## src/rtl/slid_pkg.sv

```systemverilog
// Shared types for the sorted list: operation and status codes, cell control and flags.
package slid_pkg;

  typedef enum logic {
    OP_INSERT = 1'b0,
    OP_REMOVE = 1'b1
  } op_e;

  typedef enum logic [1:0] {
    ST_DONE      = 2'd0,
    ST_FULL      = 2'd1,
    ST_NOT_FOUND = 2'd2
  } status_e;

  typedef enum logic {
    ORD_ASCENDING  = 1'b0,
    ORD_DESCENDING = 1'b1
  } order_e;

  // Broadcast from the sequencer to every cell.
  typedef struct packed {
    logic   mark_load;  // set all marks: scan token at cell 0
    logic   mark_step;  // move the scan token one cell to the right
    logic   shift_ins;  // open a gap at the token and drop the key in
    logic   shift_del;  // close the gap at the token
    order_e order;
  } cell_ctrl_t;

  // What a cell reports while it holds the scan token.
  typedef struct packed {
    logic tok;   // token sits here
    logic ins;   // key belongs in this position
    logic del;   // this entry equals the key
    logic miss;  // cell is empty, end of the list
  } cell_flags_t;

endpackage

```

## src/rtl/slid_cell.sv

```systemverilog
// One cell of the list: an entry with its valid bit and the scan-token mark.
module slid_cell #(
  parameter int VALUE_WIDTH = 32
) (
  input  logic                          clk_i,
  input  logic                          rst_ni,
  input  slid_pkg::cell_ctrl_t          ctrl_i,
  input  logic signed [VALUE_WIDTH-1:0] key_i,
  input  logic                          left_valid_i,
  input  logic signed [VALUE_WIDTH-1:0] left_value_i,
  input  logic                          left_mark_i,
  input  logic                          right_valid_i,
  input  logic signed [VALUE_WIDTH-1:0] right_value_i,
  output logic                          valid_o,
  output logic signed [VALUE_WIDTH-1:0] value_o,
  output logic                          mark_o,
  output slid_pkg::cell_flags_t         flags_o
);

  logic                          valid_q, valid_d;
  logic                          mark_q, mark_d;
  logic signed [VALUE_WIDTH-1:0] value_q, value_d;
  logic                          tok;
  logic                          after_key;

  // marks form a thermometer: set from the token position rightward
  assign tok = mark_q & ~left_mark_i;

  // entry sorts strictly after the key under the current order
  assign after_key = (ctrl_i.order == slid_pkg::ORD_DESCENDING) ? (value_q < key_i)
                                                                : (value_q > key_i);

  always_comb begin
    flags_o.tok  = tok;
    flags_o.ins  = tok & (~valid_q | after_key);
    flags_o.del  = tok & valid_q & (value_q == key_i);
    flags_o.miss = tok & ~valid_q;
  end

  always_comb begin
    mark_d  = mark_q;
    valid_d = valid_q;
    value_d = value_q;
    if (ctrl_i.mark_load) begin
      mark_d = 1'b1;
    end else if (ctrl_i.mark_step) begin
      mark_d = left_mark_i;
    end
    if (ctrl_i.shift_ins && mark_q) begin
      if (tok) begin
        valid_d = 1'b1;
        value_d = key_i;
      end else begin
        valid_d = left_valid_i;
        value_d = left_value_i;
      end
    end else if (ctrl_i.shift_del && mark_q) begin
      valid_d = right_valid_i;
      value_d = right_value_i;
    end
  end

  always_ff @(posedge clk_i or negedge rst_ni) begin
    if (!rst_ni) begin
      valid_q <= 1'b0;
      mark_q  <= 1'b0;
    end else begin
      valid_q <= valid_d;
      mark_q  <= mark_d;
    end
  end

  always_ff @(posedge clk_i) begin
    value_q <= value_d;
  end

  assign valid_o = valid_q;
  assign value_o = value_q;
  assign mark_o  = mark_q;

endmodule

```

## config.mk

```make
export PLATFORM = sky130hd
export DESIGN_NAME = slid_cell
export DESIGN_NICKNAME = d
export VERILOG_FILES = /design/src/rtl/slid_pkg.sv /design/src/rtl/slid_cell.sv
export SDC_FILE = /design/constraint.sdc
export NUM_CORES = 1
export LEC_CHECK = 0
export BUFFER_PORTS_ARGS = -buffer_cell sky130_fd_sc_hd__buf_2
export CORE_ASPECT_RATIO = 1.75
export CORE_MARGIN = 2
export CORE_UTILIZATION = 25
export CTS_BUF_LIST = sky130_fd_sc_hd__clkbuf_4 sky130_fd_sc_hd__clkbuf_8 sky130_fd_sc_hd__clkbuf_16
export DETAILED_ROUTE_END_ITERATION = 8
export GPL_TIMING_DRIVEN = 0
export SLEW_MARGIN = 20
export SYNTH_ARGS = -nofsm -noshare
export SYNTH_HDL_FRONTEND = slang
export SYNTH_SLANG_ARGS = --single-unit
```

## constraint.sdc

```tcl
create_clock -name clk_i -period 2.4 [get_ports clk_i]
set_clock_uncertainty 0.15 [all_clocks]
set_input_delay 0.24 -clock clk_i [delete_from_list [all_inputs] [get_ports clk_i]]
set_output_delay 0.24 -clock clk_i [all_outputs]
set_load 0.1 [all_outputs]
```

* Yosys cells after proc, flatten, opt, wreduce, memory -nomap -nowiden
Index checks and enable logic that the tools add are counted.
** Cells by class
- Eq/ne operators :: 1
- Muxes and demuxes :: 9
- Magnitude comparators :: 2
- Divide/modulo/power cells :: 0
- Add/sub/neg operators :: 0
- Reductions and logical operators :: 4
- Bitwise logic cells :: 8
- Multiply operators :: 0
- Shifts and indexed selects :: 0
** Operators by type and width (number)
- 32-bit 2-to-1 mux :: 3
- 32-bit equality test :: 1
- 32-bit > comparator :: 1
- 32-bit < comparator :: 1
- 1-bit 2-to-1 mux :: 6
- 1-bit AND :: 5
- 2-bit nonzero test :: 2
- 1-bit logical AND :: 2
- 1-bit inverter :: 2
- 1-bit OR :: 1
** Word-level totals
- Logic and storage cells :: 27
- Bits in latches :: 0
- Memories kept :: 0
- Bits in writable memories :: 0
- ROM bits :: 0
- Register bits after elaboration :: 34

* Depth between registers and ports, before layout
- Depth after elaboration :: 4
- Gate-level depth with buffers :: 8
- Gate-level depth less buffers :: 8

* Worst setup path before layout
No wires, ideal clock.
- Path type :: flip-flop to output port
- Start :: reg value_q[31] (netlist: value_o[31])
- End :: out flags_o[1] (netlist name)
- Arrival time :: 3.882 ns
- Stages on the path, launching flop included :: 6
- Required time :: 2.010 ns
- Setup slack :: -1.872 ns
- Path buffers :: 0
- Cells stage by stage :: edfxtp_1 > ha_1 > nand4_1 > nor4_1 > nand2_1 > nor3_1
** RTL lines
- start: declaration :: line slid_cell.sv:22 : logic signed [VALUE_WIDTH-1:0] value_q, value_d;
- start signal: assignment :: line slid_cell.sv:74 : value_q <= value_d;
- end: declaration :: line slid_cell.sv:17 : output slid_pkg::cell_flags_t flags_o

==> flow_metrics.tcl <==
set metrics [dict create \
    status "finished with violations" \
    violations "setup timing" \
    synth_area_sq_mm 0.00258 \
    core_sq_mm 0.0102 \
    ioPinCount 144 \
    synth.net_count 411 \
    cts_sinks 34 \
    endpoint_kind "output pin" \
    gr-total-overflow 0 \
    gp_congestion 0.802 \
    worstSetupStartpointType "flip-flop" \
    root_buffer "clkbuf_16" \
    grt_pass1_vias 2604 \
    path_clk_slew_ns 0.05 \
    die-width_um 80.8 \
    criticalPathCategory "reg2out" \
    avgSynthCellArea_sq_um 9.46 \
    setup_viol 2 \
    antenna_left 0 \
    drt_first_iter_violations 51 \
    yosys.area_share.simple 0.114 \
    cp_num_buf_inv 2 \
    max_freq_mhz 342 \
    layout_commonest_cell "buf_2" \
    rows 49 \
    worst_pin_slew_ns 0.855 \
    synth_edf_count 32 \
    finalHoldViolCount 0 \
    drc 0 \
    num-nets-final 567 \
    tns_ns -0.636 \
    synth_adder_area_share 0.155 \
    vias 2554 \
    track_usage 0.142 \
    dieHeight_um 138 \
    grt_pass1_wl_um 12300 \
    htree_levels 2 \
    peakVddDrop_mv 0.384 \
    seq_area_frac_synth 0.392 \
    drive_above_1_share 0.405 \
    critPathRequiredTime_ns 2.01 \
    place_hpwl_um 6390 \
    synth-main-ff-cell "edfxtp_1" \
    final_cell_mix "143 x buf_2, 47 x a21oi_1, 35 x inv_1, 35 x nor2_1" \
    start_util 0.254 \
    vias_per_cell 4.59 \
    port_buffers 142 \
    dp_slack_ns -0.547 \
    hold_class "in2reg" \
    synthCells 273 \
    path_delay_family "compound AO/OA/AOI/OAI gates" \
    power_leakage_nw 1.92 \
    async_flop_share 0.0588 \
    cts_buffers 5 \
    synth_top_family_by_area "adder cells" \
    synth_warnings 0 \
    synth_cell_types 31 \
    fin_ws_ns -0.522 \
    cp_slowest_cell "edfxtp_1" \
    cp_cell_sequence "ha_1 -> nand4_1 -> buf_4 -> a2111oi_4 -> o31ai_2 -> a31o_2 -> mux2_4 -> buf_12" \
    wl_um 7820 \
    cpPeakStageDelay_ns 0.42 \
    max_slew_margin 0.430 \
    power.density_mw_per_mm2 632 \
    dieArea_sq_mm 0.0112 \
    grt_max_degree 34 \
    synth_seq_cells 34 \
    rsz0062_at_grt "true" \
    diodes 0 \
    cts.path.max_buffers 2 \
    area_delta_synth_final_pct 48.2 \
    synth_compound_area_frac 0.138 \
    final_area_sq_mm 0.00383 \
    muxShareOfSynthArea 0.130 \
    synth_xor_xnor_area_share 0 \
    first_pass_iters 4 \
    wl_per_cell_um 14.0 \
    cts_tree "built" \
    cp.arrival_ns 2.53 \
    post-route-period-util 1.22 \
    clock_latency_ns 0.28 \
    period_needed_ns 2.92 \
    antenna_found_initial 0 \
    drv_slew 0 \
    cp_max_fo 3 \
    placed_area_sq_mm 0.00347 \
    cap_violations 0 \
]
[synthesized netlist by cell type, types with 2 or more instances]
master	count	area, sq um
a21o_1	5	37.5
a21oi_1	47	235
buf_1	3	11.3
buf_2	3	15.0
clkbuf_1	5	18.8
dfrtp_1	2	50.1
edfxtp_1	32	961
ha_1	32	400
inv_1	35	131
mux2i_1	32	320
nand2_1	4	15.0
nand2b_1	3	18.8
nand3_1	3	15.0
nand4_1	8	50.1
nor2_1	36	135
nor2b_1	3	18.8
nor3_1	2	10.0
nor4_1	3	18.8
o21ai_0	3	15.0
[stage by stage]
step | instances | util | total power, mW | hold WS [ns]
after global routing | 557 | 0.376 | 2.55 | 0.0449
after global placement | 542 | 0.341 | 1.75 | -0.126
after CTS | 557 | 0.374 | 2.45 | 0.0351
after floorplan | 273 | - | 1.51 | -0.206
after detailed placement | 542 | 0.341 | 1.76 | -0.124
final | 557 | 0.376 | 2.42 | 0.0453
[routing by layer]
| layer | vias to the layer above | GRT usage | part of all wire |
|---|---|---|---|
| li1 | 1289 | - | - |
| met1 | 1182 | 0.149 | 0.36 |
| met2 | 74 | 0.274 | 0.57 |
| met3 | 9 | 0.0144 | 0.042 |
| met4 | 0 | 0.0535 | 0.019 |
| met5 | - | 0 | 0 |
[flip-flops by register name, indices dropped and copies added, names as in the netlist]
| signal | flops |
|---|---|
| mark_o | 1 |
| value_o | 32 |
| valid_o | 1 |
[logic make-up (layout without fill, tap and decap cells)]
logic type / Yosys count / count (layout)
buffers and inverters: 47 / 204
and+or+nand+nor: 64 / 64
adders and majority gates: 32 / 32
muxes: 33 / 33
DFF: 34 / 34
AOI/OAI and AO/OA: 63 / 63
[path summary, 6_finish.rpt]
path	startpoint	to	slack [ns]	depth (start not counted)
worst max-delay path	value_o[15]	flags_o[2]	-0.52	8
worst min-delay path	ctrl_i[3]	mark_o	0.05	2
worst max register to register	mark_o	value_o[16]	0.37	4
worst min register to register	mark_o	valid_o	0.40	1
max in group asynchronous	rst_ni	mark_o	1.88	2
min in group asynchronous	rst_ni	valid_o	0.13	2
[power breakdown]
| part | internal [mW] | total, mW | switching [mW] |
|---|---|---|---|
| Combinational | 0.277 | 1.02 | 0.744 |
| Sequential | 0.731 | 0.771 | 0.0397 |
| Clock | 0.390 | 0.626 | 0.236 |
[worst reg2reg max path: stages (launching register included)]
cell	delay, ns
dfrtp_1	0.43
and2_1	0.15
clkbuf_1	0.40
buf_1	0.47
a21oi_1	0.16
[what timing repair did]
item                                   in CTS  in global routing
setup endpoints to repair                   2                  2
setup buffers                               5                  0
endpoints found under the hold margin       3                  0
hold buffers                                2                  0
gates cloned                                0                  0
gates resized for setup                    20                  3
pin swaps                                  12                  2
[final cells by class]
type | instances | area, sq um
clock buffer | 6 | 133
inverter | 35 | 131
tap | 127 | 159
sequential | 34 | 1010
timing repair buffer | 149 | 802
multi-input combinational | 192 | 1530
fill | 1080 | 6350
buffer | 12 | 52.6
clock inverter | 2 | 8.76
Power figures use the tool's default switching activity.
